### config.mk
export PLATFORM = sky130hd
export DESIGN_NAME = escape_sequence_decoder
export DESIGN_NICKNAME = d
export VERILOG_FILES = /design/src/esd_pkg.sv /design/src/esd_decode.sv /design/src/escape_sequence_decoder.sv
export SDC_FILE = /design/constraint.sdc
export NUM_CORES = 1
export LEC_CHECK = 0
export BUFFER_PORTS_ARGS = -buffer_cell sky130_fd_sc_hd__buf_2
export CORE_MARGIN = 2
export CORE_UTILIZATION = 61
export DETAILED_ROUTE_END_ITERATION = 12
export GPL_TIMING_DRIVEN = 0
export PLACE_DENSITY_LB_ADDON = 0.25
export RECOVER_POWER = 50
export SLEW_MARGIN = 20
export SYNTH_ARGS = -nofsm -noshare
export SYNTH_HDL_FRONTEND = slang
export SYNTH_SLANG_ARGS = --single-unit
### constraint.sdc
create_clock -name clk -period 4.44 [get_ports clk]
set_input_delay 0.666 -clock clk [delete_from_list [all_inputs] [get_ports clk]]
set_output_delay 0.666 -clock clk [all_outputs]
set_load 0.02 [all_outputs]
### src/esd_pkg.sv
// Shared types, character codes and helpers for the escape sequence decoder.
// No dependencies.
package esd_pkg;

    // decode modes
    localparam logic [1:0] MODE_TEXT = 2'd0;
    localparam logic [1:0] MODE_ESC  = 2'd1;
    localparam logic [1:0] MODE_HEX1 = 2'd2;
    localparam logic [1:0] MODE_HEX2 = 2'd3;

    // characters of interest
    localparam logic [7:0] CH_BSLASH = 8'h5C;
    localparam logic [7:0] CH_A      = 8'h61;
    localparam logic [7:0] CH_B      = 8'h62;
    localparam logic [7:0] CH_F      = 8'h66;
    localparam logic [7:0] CH_N      = 8'h6E;
    localparam logic [7:0] CH_R      = 8'h72;
    localparam logic [7:0] CH_T      = 8'h74;
    localparam logic [7:0] CH_X      = 8'h78;

    // control codes they decode to
    localparam logic [7:0] CODE_BEL = 8'h07;
    localparam logic [7:0] CODE_BS  = 8'h08;
    localparam logic [7:0] CODE_FF  = 8'h0C;
    localparam logic [7:0] CODE_LF  = 8'h0A;
    localparam logic [7:0] CODE_CR  = 8'h0D;
    localparam logic [7:0] CODE_HT  = 8'h09;

    // decoder state carried between beats
    typedef struct packed {
        logic [1:0] mode;
        logic [7:0] hex_accum;
        logic       hex_stopped;
    } dec_state_t;

    // one decoded result
    typedef struct packed {
        logic [7:0] out_byte;
        logic       byte_valid;
        logic       end_of_output;
    } dec_result_t;

    // hex digit check and value
    function automatic logic hex_is_digit(input logic [7:0] c);
        hex_is_digit = (c >= 8'h30 && c <= 8'h39) || (c >= 8'h61 && c <= 8'h66)
                    || (c >= 8'h41 && c <= 8'h46);
    endfunction

    function automatic logic [3:0] hex_digit(input logic [7:0] c);
        logic [7:0] d;
        if (c <= 8'h39)
            d = c - 8'h30;
        else if (c >= 8'h61)
            d = c - 8'h57;
        else
            d = c - 8'h37;
        hex_digit = d[3:0];
    endfunction

endpackage

### src/esd_decode.sv
// Per-beat decode logic: next decoder state and result for one byte.
// Depends on esd_pkg.
module esd_decode (
    input  esd_pkg::dec_state_t  cur,
    input  logic [7:0]           in_byte,
    input  logic                 end_of_input,
    output esd_pkg::dec_state_t  nxt,
    output esd_pkg::dec_result_t res
);
    import esd_pkg::*;

    logic       stop_now;
    logic [7:0] accum_upd;
    logic       stopped_upd;

    // hex digit gathering, shared by both hex modes
    assign stop_now    = cur.hex_stopped || !hex_is_digit(in_byte);
    assign accum_upd   = stop_now ? cur.hex_accum : {cur.hex_accum[3:0], hex_digit(in_byte)};
    assign stopped_upd = stop_now;

    always_comb
    begin
        dec_state_t st;
        logic [7:0] val;
        logic       vld;
        st  = cur;
        val = 8'h00;
        vld = 1'b0;
        unique case (cur.mode)
            MODE_TEXT:
            begin
                if (in_byte == CH_BSLASH)
                    st.mode = MODE_ESC;
                else
                begin
                    val = in_byte;
                    vld = 1'b1;
                end
            end
            MODE_ESC:
            begin
                st.mode = MODE_TEXT;
                vld     = 1'b1;
                unique case (in_byte)
                    CH_A:    val = CODE_BEL;
                    CH_B:    val = CODE_BS;
                    CH_F:    val = CODE_FF;
                    CH_N:    val = CODE_LF;
                    CH_R:    val = CODE_CR;
                    CH_T:    val = CODE_HT;
                    CH_X:
                    begin
                        st.mode        = MODE_HEX1;
                        st.hex_accum   = 8'h00;
                        st.hex_stopped = 1'b0;
                        // cut-short escape emits zero
                        vld            = end_of_input;
                    end
                    default: val = in_byte;
                endcase
            end
            MODE_HEX1:
            begin
                st.mode        = MODE_HEX2;
                st.hex_accum   = accum_upd;
                st.hex_stopped = stopped_upd;
                vld            = end_of_input;
                val            = end_of_input ? accum_upd : 8'h00;
            end
            MODE_HEX2:
            begin
                st.mode        = MODE_TEXT;
                st.hex_accum   = accum_upd;
                st.hex_stopped = stopped_upd;
                vld            = 1'b1;
                val            = accum_upd;
            end
            default:
            begin
                st = cur;
            end
        endcase
        // end of string restarts the decoder
        if (end_of_input)
        begin
            st.mode        = MODE_TEXT;
            st.hex_accum   = 8'h00;
            st.hex_stopped = 1'b0;
        end
        nxt               = st;
        res.out_byte      = val;
        res.byte_valid    = vld;
        res.end_of_output = end_of_input;
    end

endmodule

### src/escape_sequence_decoder.sv
// Top level of the escape sequence decoder: input register, decode state,
// result register and stream handshakes. Depends on esd_pkg and esd_decode.
//
// Usage:
//   The slave stream carries raw string bytes, one per beat, with tlast on
//   the final byte of a string. The master stream returns exactly one beat
//   per input beat: tdata is the decoded byte, tuser says whether it holds
//   a character (0 for swallowed backslash, x and first hex byte), tlast
//   copies the input's end mark.
//   A beat in the input register is decoded into the result register when
//   that register is free, and shows on the master side from then on.
//   Throughput is one byte per cycle while the receiver does not stall, set
//   by the single decode stage between the input and result registers.
//   When the receiver stalls, the result register holds and the input
//   register, if empty, still takes one more beat; after that s_axis_tready
//   drops until the result moves on. Nothing is dropped or repeated.
//   Reset empties both registers and returns the decoder to text mode.
//   After each tlast beat the decoder also returns to text mode, so the
//   next byte starts a new string.
module escape_sequence_decoder (
    input  logic       clk,
    input  logic       rst_n,
    input  logic       s_axis_tvalid,
    output logic       s_axis_tready,
    input  logic [7:0] s_axis_tdata,   // [7:0] in_byte
    input  logic       s_axis_tlast,   // end_of_input
    output logic       m_axis_tvalid,
    input  logic       m_axis_tready,
    output logic [7:0] m_axis_tdata,   // [7:0] out_byte
    output logic       m_axis_tuser,   // [0] byte_valid
    output logic       m_axis_tlast    // end_of_output
);
    import esd_pkg::*;

    logic        s1_valid_reg;
    logic [7:0]  s1_data_reg;
    logic        s1_last_reg;
    logic        s1_adv;

    logic        out_valid_reg;
    dec_result_t out_reg;

    dec_state_t  state_reg;
    dec_state_t  state_next;
    dec_result_t res_next;

    // pipeline control
    assign s1_adv        = s1_valid_reg && (!out_valid_reg || m_axis_tready);
    assign s_axis_tready = !s1_valid_reg || s1_adv;

    // input register
    always_ff @(posedge clk or negedge rst_n)
    begin
        if (!rst_n)
            s1_valid_reg <= 1'b0;
        else if (s_axis_tready)
            s1_valid_reg <= s_axis_tvalid;
    end

    always_ff @(posedge clk)
    begin
        if (s_axis_tready && s_axis_tvalid)
        begin
            s1_data_reg <= s_axis_tdata;
            s1_last_reg <= s_axis_tlast;
        end
    end

    // decode stage
    esd_decode u_decode (
        .cur          (state_reg),
        .in_byte      (s1_data_reg),
        .end_of_input (s1_last_reg),
        .nxt          (state_next),
        .res          (res_next)
    );

    // decoder state
    always_ff @(posedge clk or negedge rst_n)
    begin
        if (!rst_n)
        begin
            state_reg.mode        <= MODE_TEXT;
            state_reg.hex_accum   <= 8'h00;
            state_reg.hex_stopped <= 1'b0;
        end
        else if (s1_adv)
            state_reg <= state_next;
    end

    // result register
    always_ff @(posedge clk or negedge rst_n)
    begin
        if (!rst_n)
            out_valid_reg <= 1'b0;
        else if (!out_valid_reg || m_axis_tready)
            out_valid_reg <= s1_valid_reg;
    end

    always_ff @(posedge clk)
    begin
        if (s1_adv)
            out_reg <= res_next;
    end

    assign m_axis_tvalid = out_valid_reg;
    assign m_axis_tdata  = out_reg.out_byte;
    assign m_axis_tuser  = out_reg.byte_valid;
    assign m_axis_tlast  = out_reg.end_of_output;

    // checks
    a_restart_after_last: assert property (@(posedge clk) disable iff (!rst_n)
        s1_adv && s1_last_reg |=> state_reg.mode == MODE_TEXT && !state_reg.hex_stopped
            && state_reg.hex_accum == 8'h00)
        else $error("decoder did not restart after end of string");

    a_empty_is_zero: assert property (@(posedge clk) disable iff (!rst_n)
        m_axis_tvalid && !m_axis_tuser |-> m_axis_tdata == 8'h00)
        else $error("swallowed beat carries nonzero data");

    a_s1_holds: assert property (@(posedge clk) disable iff (!rst_n)
        s1_valid_reg && !s1_adv |=> s1_valid_reg && $stable(s1_data_reg)
            && $stable(s1_last_reg))
        else $error("input register lost a stalled beat");

    a_state_holds: assert property (@(posedge clk) disable iff (!rst_n)
        !s1_adv |=> $stable(state_reg))
        else $error("decoder state changed without a beat");

endmodule

After elaboration in Yosys (flattened, before gate mapping)
Cells that the tools add are included.
{"block": "totals", "regBits": 32, "latchBits": 0, "ramBits": 0, "mem_bits_ro": 0, "in_bits": 13, "out_inout_bits": 12, "wordCells": 65, "n_memories": 0}
{"block": "classes", "add_sub_neg": 3, "multipliers": 0, "div": 0, "n_lt_le_gt_ge": 6, "n_eq_ne": 13, "shifts": 0, "n_mux": 15, "bitwise": 0, "reduce_logical": 18}
{"op": "$eq A8 B7 Y1 const B", "n": 8}
{"op": "$pmux W8 S7", "n": 1}
{"op": "$pmux W8 S4", "n": 1}
{"op": "$mux W8", "n": 3}
{"op": "$mux W11", "n": 2}
{"op": "$pmux W9 S2", "n": 1}
{"op": "$ge A8 B7 Y1 const B", "n": 2}
{"op": "$le A8 B7 Y1 const B", "n": 2}
{"op": "$ge A8 B6 Y1 const B", "n": 1}
{"op": "$le A8 B6 Y1 const B", "n": 1}
{"op": "$mux W4", "n": 2}
{"op": "$pmux W2 S4", "n": 1}
{"op": "$sub A4 B3 Y4 const B", "n": 2}
{"op": "$logic_and A1 B1 Y1", "n": 5}
{"op": "$logic_or A1 B1 Y1", "n": 5}
{"op": "$eq A2 B2 Y1 const B", "n": 2}
{"op": "$pmux W1 S4", "n": 1}
{"op": "$sub A4 B1 Y4 const B", "n": 1}
{"op": "$logic_not A1 Y1", "n": 3}
{"op": "$ne A3 B2 Y1 const B", "n": 1}
{"op": "$ne A3 B3 Y1 const B", "n": 1}
{"op": "$reduce_and A3 Y1", "n": 1}
{"op": "$reduce_bool A3 Y1", "n": 1}
{"op": "$eq A2 B1 Y1 const B", "n": 1}
{"op": "other kinds (5)", "n": 6}

Depth between registers and ports, before layout
Gate-level depths: netlist (run 1).
{"block": "depth", "word_depth": 9, "depth_mapped": 8, "mapped_depth_nobuf": 7}

Modules after synthesis
From an unflattened synthesis (run 1), not the netlist that was laid out.
{"block": "hier_totals", "cells_unflattened": 187, "hier_area_um2": 2063.2}
{"mod": "escape_sequence_decoder", "n_inst": 1, "cells_per_inst": 51, "area_per_inst_um2": 1121.1}
{"mod": "esd_decode", "n_inst": 1, "cells_per_inst": 136, "area_per_inst_um2": 942.2}

Worst setup path after synthesis (run 1)
No wires, ideal clock.
{"block": "synth_path", "path_type": "register -> register", "startpoint": "register s1_data_reg[0]", "endpoint": "register out_reg (netlist bit m_axis_tdata[0]), data pin", "arrival_ns": 1.948, "setup_slack_ns": 2.213, "path_stages_with_launch": 9, "n_path_buf": 1, "period_less_slack_ns": 2.227, "cell_sequence": "edfxtp_1 > inv_1 > ha_1 > nor3b_1 > or4_1 > and2_4 > buf_6 > mux2i_1 > o221ai_1"}
{"element": "from (decl)", "line_no": "escape_sequence_decoder.sv:36", "rtl": "logic [7:0] s1_data_reg;"}
{"element": "from (signal assigned)", "line_no": "escape_sequence_decoder.sv:64", "rtl": "s1_data_reg <= s_axis_tdata;"}
{"element": "to (signal assigned)", "line_no": "escape_sequence_decoder.sv:103", "rtl": "out_reg <= res_next;"}
{"element": "to (decl)", "line_no": "escape_sequence_decoder.sv:41", "rtl": "dec_result_t out_reg;"}

==> out/results.txt, run 1 <==
Status -> complete, but fails checks
Violated checks -> DRC
Main combinational cell family by area after synthesis -> simple AND/OR/NAND/NOR gates
Placed insts -> 219
Reg-to-reg setup timing slack -> 1.86 ns
First drt pass iteration count -> 9
Synthesized Nets -> 182
CTS clock-pin slew for the worst setup and hold paths -> 0.10 ns
Routed WL -> 4.02 mm
Via/cell ratio -> 6.69
Worst Setup Start Kind -> flop
Relative slew slack -> 52.9%
Number of global-route vias before repair -> 1420
Critical path, cell by cell -> inv_1 > ha_1 > nor3b_1 > or4_1 > and2_4 > buf_6 > mux2i_1 > o22ai_1
Most frequent cell after synthesis -> edfxtp_1
Count of input and output buffers -> 24
Core footprint -> 2810 µm²
Post-CTS setup buffer count -> 0
Crit Path Class -> reg -> reg
Hold Path Class -> in -> async
Total power -> 0.000788 W
Die Ht -> 59.0 µm
Post-synth EDFFs -> 19
Primary FF master, synth -> edfxtp_1
Detailed-route DRC error count -> 3
Worst Tran Pin Value -> 0.707 ns
Top cell type's share of synthesized area -> 31.0%
CP top delay family -> simple AND/OR/NAND/NOR gates
Initial core utilization -> 65.7%
Post-synthesis cell type count -> 57
CP max FO -> 10
Chip width -> 59.0 µm
Hold Vio Cnt, Final -> 0
Synth Area in Adders -> 3.40%
Minimum clock period -> 2.58 ns
Top cells by count, synth -> edfxtp_1, dfrtp_1, a22o_1
Max FFs per register -> 11
Max Cap Viol -> 0
GRT Residual Overflow -> 0
Area grow syn2layout -> 10.8%
Clk_lat worst skew -> 0.34 ns
Ys Warns -> 0
Die ar. -> 3480 µm²
Detailed-placement wirelength estimate -> 3.04 mm
Mux cell area share after synthesis -> 4.35%
WL per Instance -> 17.8 µm
Layout Cells excl Fill -> 226
Setup_tns -> 0 ns
Syn Area/Cell -> 11.2 µm²
Final number of setup-violating endpoints -> 0
CTS buffer count -> 5
Xor/xnor cell area share of the yosys netlist -> 0.476%
Clk buf depth -> 2
Pwr dens -> 386 nW/µm²
Rows -> 19
Max Freq -> 387 MHz
GPL Wtd Cong -> 0.926
Max-slew violations -> 0
Sequential share of the synthesized area -> 48.6%
Asr flop ratio synth -> 40.6%
H-tree Lvls -> 2
Total GRT Usage -> 26.1%
First-pass GRT wire length -> 6.56 mm
Antenna violations before repair -> 0
Worst path slowest cell -> edfxtp_1
IO Pins -> 25
Root Buffer -> clkbuf_4
RSZ-0062 raised after global routing -> false
Share of layout cells above drive strength 1 -> 16.9%
Worst vdd ir -> 231 µV
Yosys reg bits -> 32
CTS Hold Bufs -> 0
Fillers -> 215
Post-synthesis compound-gate area fraction -> 19.5%
Crit path largest cell delay -> 0.51 ns
Via count -> 1511
Antenna-violating nets left -> 0
Critical path buffers and inverters -> 2
Final Cycle Share -> 58.2%
Synth area leaders -> edfxtp_1, dfrtp_1, mux2i_1
Clock sink total -> 32
Final nets -> 213
Gate Count Post-Synth -> 164
Resize count post-CTS -> 0
Synth Cell Area -> 1840 µm²
Pin count of the biggest net entering global routing -> 14
Leakage -> 0.855 nW
Critical path arrival -> 2.63 ns
Worst Skew -> 0.00981 ns
Setup crit end kind -> flop
Post-synth top area cell -> edfxtp_1
WP data required -> 4.49 ns
Antenna cell count -> 0
Simple-Gate Fraction of Synth Area -> 19.9%
DRT iter0 DRCs -> 64
CTS tree -> done
[cell usage in the layout (no fill, tap or decap), types with 2 or more instances in the layout]
master	synthesis	final
a21o_1	2	2
a21oi_1	3	3
a22o_1	9	9
a22oi_1	3	3
a31oi_1	2	2
and2_1	3	2
and3_1	2	2
buf_2	1	20
buf_6	2	2
clkbuf_1	5	11
clkbuf_4	0	5
dfrtp_1	13	13
edfxtp_1	19	19
ha_1	5	5
inv_1	6	6
mux2i_1	8	8
nand2_1	8	8
nand2b_1	8	8
nand3_1	4	4
nand3b_1	2	2
nand4b_1	2	2
nor2_1	5	5
nor2b_1	4	4
nor3_1	2	2
nor3b_1	2	2
nor4_1	2	2
o21ai_0	4	4
o21ai_1	3	3
o22ai_1	2	2
o2bb2ai_1	4	4
or3_1	2	2
[worst reg2reg max path, stage by stage (launching register included)]
cell	delay, ns
edfxtp_1	0.51
inv_1	0.20
ha_1	0.29
nor3b_1	0.07
or4_1	0.51
and2_4	0.20
buf_6	0.14
mux2i_1	0.23
o22ai_1	0.14
[kinds of logic after synthesis]
| family | after synthesis |
|---|---|
| flops | 32 |
| fa+ha+maj | 5 |
| mux | 8 |
| xor+xnor | 1 |
| compound gates | 47 |
| simple gates | 57 |
| buf+inv | 14 |
[per-stage QoR]
stage	hold WS, ns	setup WS, ns	utilization (%)	instance area (µm²)
3_3_place_gp	0.451	1.93	71.3	2000
6_report	0.339	1.86	72.7	2040
2_1_floorplan	0.370	2.21	-	1840
4_1_cts	0.211	1.90	73.0	2050
5_1_grt	0.400	1.75	72.7	2040
3_5_place_dp	0.462	1.91	71.3	2000
[cell type report]
cell class,instances,area [µm²],share of cell area [%]
Clock inverter,1,5.00,0.245
Sequential cell,32,896,43.9
Timing Repair Buffer,24,114,5.58
Tap cell,31,38.8,1.90
Clock buffer,6,41.3,2.02
Multi-Input combinational cell,118,877,43.0
Inverter,6,22.5,1.10
Buffer,8,46.3,2.27
[routing by layer]
metal  vias to the layer above  part of all wire, %  GRT usage, %
met3                        13                  7.2          7.47
met4                         0                  2.9          13.0
met1                       716                   40          31.6
met2                        87                   49          42.7
li1                        695                    -             -
met5                         -                    0             0
[worst paths after layout]
check,from,cells past startpoint,to
setup / recovery,s1_data_reg[1],8,m_axis_tdata[2]
hold / removal,rst_n,1,state_reg[9]
setup reg to reg,s1_data_reg[1],8,m_axis_tdata[2]
hold reg to reg,s1_last_reg,0,m_axis_tlast
max in group asynchronous,rst_n,1,state_reg[1]
min in group clk,s1_last_reg,0,m_axis_tlast
[power by group]
group	internal (W)	switching, W
Combinational	0.0000954	0.000149
Sequential	0.000362	0.0000304
Clock	0.0000582	0.0000938
Note: power is estimated with default switching activity, not from simulation.
==> run 2, diff against run 1 <==
Settings changed: CORE_UTILIZATION 61 to 57.
Clock period 4.44 ns to 2.54 ns, I/O delays scaled along.
==> out/results.txt, run 2 (synthesis gave the netlist of run 1 again) <==
Status -> complete, no violations
Detailed-placement wirelength estimate -> 2.89 mm (-5.2%)
Worst Tran Pin Value -> 0.719 ns (+0.0128 ns)
Placed insts -> 232 (+5.9%)
Hold Path Class -> in -> reg
Setup crit end kind -> flop
Number of global-route vias before repair -> 1391 (-2.0%)
Hold Vio Cnt, Final -> 0 (unchanged)
GPL Wtd Cong -> 0.965 (+4.2%)
Antenna violations before repair -> 0 (unchanged)
CTS tree -> done
WP data required -> 2.59 ns (-1.90 ns)
Leakage -> 0.862 nW (+0.81%)
Pwr dens -> 667 nW/µm² (+73%)
Sw frac -> 33.3% (-1.3 points)
Top sig layer -> met4
CTS buffer count -> 5 (unchanged)
Most frequent cells in the layout -> clkbuf_1, edfxtp_1, buf_2, dfrtp_1, a22o_1
Antenna cell count -> 0 (unchanged)
CP max FO -> 10 (unchanged)
WL per Instance -> 15.7 µm (-11%)
Minimum clock period -> 2.41 ns (-0.168 ns)
First drt pass iteration count -> 4 (-5)
Die Ht -> 60.8 µm (+3.2%)
RSZ-0062 raised after global routing -> false
HP Start -> s_axis_tdata[7]
Core footprint -> 3050 µm² (+8.8%)
Logic pwr share -> 30.7% (-0.3 points)
Layout Cells excl Fill -> 245 (+8.4%)
Via count -> 1451 (-4.0%)
IO Pins -> 25 (unchanged)
Relative slew slack -> 52.0% (-0.85 points)
Pre-CTS setup slack -> -0.0314 ns (-1.94 ns)
Via/cell ratio -> 5.92 (-11%)
Routed wl met2 -> 1.88 mm (-5.4%)
Clock sink total -> 32 (unchanged)
Area grow syn2layout -> 14.2%
Final Cycle Share -> 95.1% (+37 points)
Max FFs per register -> 11 (unchanged)
Pin count of the biggest net entering global routing -> 14 (unchanged)
Count of input and output buffers -> 24 (unchanged)
Initial core utilization -> 60.3% (-5.3 points)
Pint -> 0.000936 W (+82%)
Max-slew violations -> 0 (unchanged)
Share of layout cells above drive strength 1 -> 15.9% (-1.0 points)
Chip width -> 60.8 µm (+3.2%)
Fillers -> 252 (+17%)
First-pass GRT wire length -> 6.34 mm (-3.3%)
DRT iter0 DRCs -> 75 (+17%)
M1 WL -> 1.59 mm (-1.7%)
Routed WL -> 3.86 mm (-4.0%)
Detailed-route DRC error count -> 0 (-3)
Layout Utilization -> 68.9% (-3.9 points)
Final nets -> 218 (+2.3%)
Die ar. -> 3700 µm² (+6.5%)
Antenna-violating nets left -> 0 (unchanged)
Crit Path Class -> reg -> reg
Critical path arrival -> 2.47 ns (-0.16 ns)
Post-route worst setup slack -> 0.126 ns (-1.73 ns)
H-tree Lvls -> 2 (unchanged)
Clk buf depth -> 2 (unchanged)
Max Cap Viol -> 0 (unchanged)
Final number of setup-violating endpoints -> 0 (unchanged)
WL met3 -> 299 µm (+3.1%)
Root Buffer -> clkbuf_4
Clk network pwr share -> 20.8% (+1.5 points)
Worst Skew -> 0.00861 ns (-0.00120 ns)
GRT Residual Overflow -> 0 (unchanged)
Rows -> 20 (+1)
Max Freq -> 414 MHz (+7.0%)
Worst vdd ir -> 340 µV (+47%)
CTS clock-pin slew for the worst setup and hold paths -> 0.09 ns (about the same)
Clk_lat worst skew -> 0.33 ns (about the same)
Total GRT Usage -> 24.5% (-1.7 points)
Worst Setup SP -> s1_data_reg[1]
Sequential power share -> 48.5% (-1.2 points)
Reg-to-reg critical path startpoint -> s1_data_reg[1]
Worst Setup Start Kind -> flop
NetSw -> 0.000467 W (+71%)
==> run 2: cell types whose count changed in the layout (fill, tap and decap cells not counted), sizes merged <==
cell,delta
buf,-3
clkbuf,+9
clkinv,-1
dlygate4sd3,+1
==> run 2: worst paths after layout <==
kind | to | slack (ns) | depth (start not counted)
max in group asynchronous | state_reg[1] | 1.47 | 2
setup reg to reg | m_axis_tdata[0] | 0.13 | 8
hold reg to reg | m_axis_tlast | 0.47 | 0
min in group asynchronous | state_reg[9] | 0.61 | 2
hold / removal | s1_data_reg[7] | 0.22 | 1
setup / recovery | m_axis_tdata[0] | 0.13 | 8
==> run 2: through the flow <==
step / total power (W) / TNS (ns) / hold slack, ns / area, µm²
global route: 0.00149 / 0 / 0.198 / 2100
CTS: 0.00141 / 0 / 0.207 / 2100
global placement: 0.00110 / 0 / 0.273 / 2020
finish: 0.00140 / 0 / 0.221 / 2100
detailed placement: 0.00112 / -0.0364 / 0.283 / 2020
floorplan: 0.000993 / 0 / 0.0854 / 1840
==> run 2: what timing repair did <==
action	CTS	global route
gates resized for setup	0	2
hold buffers	1	0
buffers inserted	2	2
endpoints found under the hold margin	13	0
setup endpoints to repair	3	14
==> run 2: area by class of cell <==
class / count / area, µm² / area share, %
plain buffers: 8 / 46.3 / 2.20
clock buffers: 8 / 58.8 / 2.80
inverters: 6 / 22.5 / 1.07
multi-input cells: 118 / 880 / 41.8
flip-flops and latches: 32 / 896 / 42.6
well taps: 44 / 55.1 / 2.62
repair buffers: 29 / 145 / 6.90
==> run 2: worst max-delay path, stage by stage (launching register included) <==
cell	delay, ns
edfxtp_1	0.44
inv_2	0.09
ha_1	0.22
nor3b_1	0.14
or4_1	0.52
and2_4	0.21
buf_6	0.14
mux2i_1	0.19
o221ai_1	0.17
==> run 2: power by group through the flow <==
stage	combinational, W	clock (W)	sequential (W)
finish	0.000431	0.000291	0.000681
floorplan	0.000276	0	0.000717
detailed placement	0.000425	0	0.000691
global route	0.000477	0.000323	0.000687
CTS	0.000432	0.000301	0.000678
global placement	0.000412	0	0.000689
==> run 2: metal layers <==
metal	global-route usage [%]	vias up
li1	-	708
met1	29.5	676
met2	39.0	56
met3	9.17	11
met4	11.5	0
met5	0	-
==> run 3, diff against run 2 <==
Settings changed: CORE_UTILIZATION 57 to 58, SYNTH_HIERARCHICAL from default to 1.
==> out/results.txt, run 3 <==
Initial core utilization -> 60.9% (+0.54 points)
Via/cell ratio -> 6.02 (+1.6%)
Root Buffer -> clkbuf_4
CP top delay family -> simple AND/OR/NAND/NOR gates
Pin count of the biggest net entering global routing -> 14 (unchanged)
Synthesized Nets -> 205 (+13%)
Setup crit end kind -> flop
Final number of setup-violating endpoints -> 0 (unchanged)
Relative slew slack -> 51.6% (-0.47 points)
Routed WL -> 4.58 mm (+19%)
Cell repeated most along the worst path -> buf_4
H-tree Lvls -> 2 (unchanged)
WL per Instance -> 16.7 µm (+5.9%)
Post-synthesis cell type count -> 56 (-1.8%)
CP max FO -> 5 (-5)
Final Cycle Share -> 97.6% (+2.6 points)
Via count -> 1655 (+14%)
Post-synth EDFFs -> 19 (unchanged)
Max Freq -> 403 MHz (-2.7%)
Clock sink total -> 32 (unchanged)
GRT Residual Overflow -> 0 (unchanged)
Crit Path Class -> reg -> reg
Worst Setup Start Kind -> flop
Max FFs per register -> 11 (unchanged)
GPL Wtd Cong -> 0.905 (-6.2%)
Pint -> 0.000796 W (-15%)
Count of input and output buffers -> 24 (unchanged)
CTS buffer count -> 5 (unchanged)
Core footprint -> 3390 µm² (+11%)
WP data required -> 2.60 ns (about the same)
IO Pins -> 25 (unchanged)
Most common cell after layout, fill and taps aside -> edfxtp_1
Synth area leaders -> edfxtp_1, dfrtp_1, mux2_4
Hold Vio Cnt, Final -> 0 (unchanged)
Crit path largest cell delay -> 0.45 ns (-0.07 ns)
Worst path slowest cell -> edfxtp_1
Logic pwr share -> 18.7% (-12 points)
Yosys reg bits -> 32 (unchanged)
Total GRT Usage -> 23.8% (-0.71 points)
Worst vdd ir -> 351 µV (+3.1%)
Top cell type's share of synthesized area -> 27.7% (-3.3 points)
First-pass GRT wire length -> 7.49 mm (+18%)
Die Ht -> 63.6 µm (+4.6%)
Antenna cell count -> 0 (unchanged)
Asr flop ratio synth -> 40.6% (unchanged)
Pwr dens -> 451 nW/µm² (-32%)
Top cells by count, synth -> edfxtp_1, a21oi_1, dfrtp_1
Number of global-route vias before repair -> 1578 (+13%)
CTS tree -> done
Critical path arrival -> 2.55 ns (+0.08 ns)
Sw frac -> 26.5% (-6.8 points)
Gate Count Post-Synth -> 187 (+14%)
Hold Path Class -> in -> reg
Clk network pwr share -> 26.1% (+5.3 points)
Worst Skew -> 0.00480 ns (-0.00382 ns)
CTS clock-pin slew for the worst setup and hold paths -> 0.09 ns (about the same)
Setup_tns -> 0 ns (unchanged)
Leakage -> 0.946 nW (+9.7%)
Share of layout cells above drive strength 1 -> 27.1% (+11 points)
Primary FF master, synth -> edfxtp_1
Critical path buffers and inverters -> 3 (+1)
Sequential share of the synthesized area -> 43.4% (-5.2 points)
Most frequent cells in the layout -> edfxtp_1, clkbuf_1, a21oi_1
Post-synth top area cell -> edfxtp_1
Antenna violations before repair -> 0 (unchanged)
Most frequent cell after synthesis -> edfxtp_1
Min Hold Slack -> 0.234 ns (+0.0127 ns)
DRT iter0 DRCs -> 76 (+1.3%)
Max-slew violations -> 0 (unchanged)
Syn Area/Cell -> 11.0 µm² (-1.8%)
First drt pass iteration count -> 4 (unchanged)
Minimum clock period -> 2.48 ns (+0.0660 ns)
Worst hold path depth -> 1 (unchanged)
Ys Warns -> 6 (+6)
Antenna-violating nets left -> 0 (unchanged)
Worst Tran Pin Value -> 0.726 ns (+0.00712 ns)
Stages on the worst setup path -> 8 (unchanged)
Status -> complete, no violations
Worst R2R Path Depth -> 8 (unchanged)
Chip width -> 63.6 µm (+4.6%)
Final nets -> 246 (+13%)
Clk buf depth -> 2 (unchanged)
Detailed-route DRC error count -> 0 (unchanged)
Clk_lat worst skew -> 0.32 ns (about the same)
Rows -> 21 (+5.0%)
NetSw -> 0.000287 W (-39%)
Synth Cell Area -> 2060 µm² (+12%)
Detailed-placement wirelength estimate -> 3.20 mm (+11%)
Area grow syn2layout -> 16.5%
Critical path, cell by cell -> buf_4 > buf_4 > and3_1 > nor4_4 > or2_1 > buf_6 > mux2_1 > a221o_1
Die ar. -> 4050 µm² (+9.4%)
Sequential power share -> 55.2% (+6.7 points)
Max Cap Viol -> 0 (unchanged)
[run 3: cell types whose count changed after synthesis, moves of 3 or more]
cell and change:
inv_1 +4, a221o_1 +3, mux2_2 +3, a21oi_1 +12, nand2b_1 -3, mux2_4 +9, nor2b_1 -3, a22oi_1 -3
o21a_1 +3, a22o_1 -6, nor2_1 +6, nor3_1 +9
[run 3: logic make-up (layout without fill, tap and decap cells)]
| kind of cell | after synthesis | in the layout | synth area share (%) |
|---|---|---|---|
| XOR/XNOR | 1 | 1 | 0.425 |
| AO/OA/AOI/OAI | 49 | 49 | 17.6 |
| buffers and inverters | 21 | 63 | 6.49 |
| flip-flops | 32 | 32 | 43.4 |
| multiplexers | 21 | 21 | 12.6 |
| AND/OR/NAND/NOR | 58 | 58 | 16.4 |
| adder cells (fa/ha/maj) | 5 | 5 | 3.03 |
[run 3: repair_timing]
item,CTS,global route
setup endpoints to repair,8,3
endpoints found under the hold margin,13,0
cloned,0,0
pin swaps,1,2
gates resized for setup,4,5
hold buffers,1,0
buffers inserted,3,6
[run 3: power groups by stage]
stage	registers, W	logic [W]	clock network, W
finish	0.000598	0.000202	0.000283
global route	0.000600	0.000216	0.000315
CTS	0.000598	0.000192	0.000295
detailed placement	0.000612	0.000178	0
global placement	0.000612	0.000174	0
floorplan	0.000622	0.000114	0
[run 3: worst reg2reg max path, delay by kind of cell, from the launching register on]
| family | cells | cell delay (ns) |
|---|---|---|
| flip-flops | 1 | 0.45 |
| multiplexers | 1 | 0.33 |
| buffers and inverters | 3 | 0.43 |
| AND/OR/NAND/NOR | 3 | 0.69 |
| AO/OA/AOI/OAI | 1 | 0.31 |
[run 3: area by class of cell]
cell class	instances	area [µm²]
multi-input cells	134	1070
fillers	242	986
flip-flops and latches	32	896
repair buffers	34	184
plain buffers	11	96.3
well taps	46	57.6
clock buffers	7	55.1
inverters	10	37.5
clock inverters	1	3.75
[run 3: stage by stage]
stage	area [µm²]	cells	utilization, %	power [W]	worst slack (ns)
3_5_place_dp	2240	257	66.1	0.000791	-0.245
5_1_grt	2400	275	70.9	0.00113	-0.00368
2_1_floorplan	2060	187	-	0.000737	0.0476
3_3_place_gp	2240	257	66.1	0.000785	-0.201
4_1_cts	2360	269	69.7	0.00109	0.0222
6_report	2400	275	70.9	0.00108	0.0597
[run 3: final timing paths]
check	startpoint	to	slack, ns
hold reg to reg	state_reg[9]	state_reg[9]	0.53
min in group asynchronous	rst_n	state_reg[6]	0.62
setup reg to reg	s1_data_reg[0]	m_axis_tdata[0]	0.06
setup / recovery	s1_data_reg[0]	m_axis_tdata[0]	0.06
max in group asynchronous	rst_n	state_reg[10]	1.46
hold / removal	s_axis_tdata[3]	s1_data_reg[3]	0.23
[run 3: layer usage]
metal,global-route usage (%),up-vias,wire length [µm]
li1,-,783,-
met3,5.71,17,340
met5,0,-,0
met4,8.70,0,123
met2,38.7,91,2260
met1,30.8,764,1860
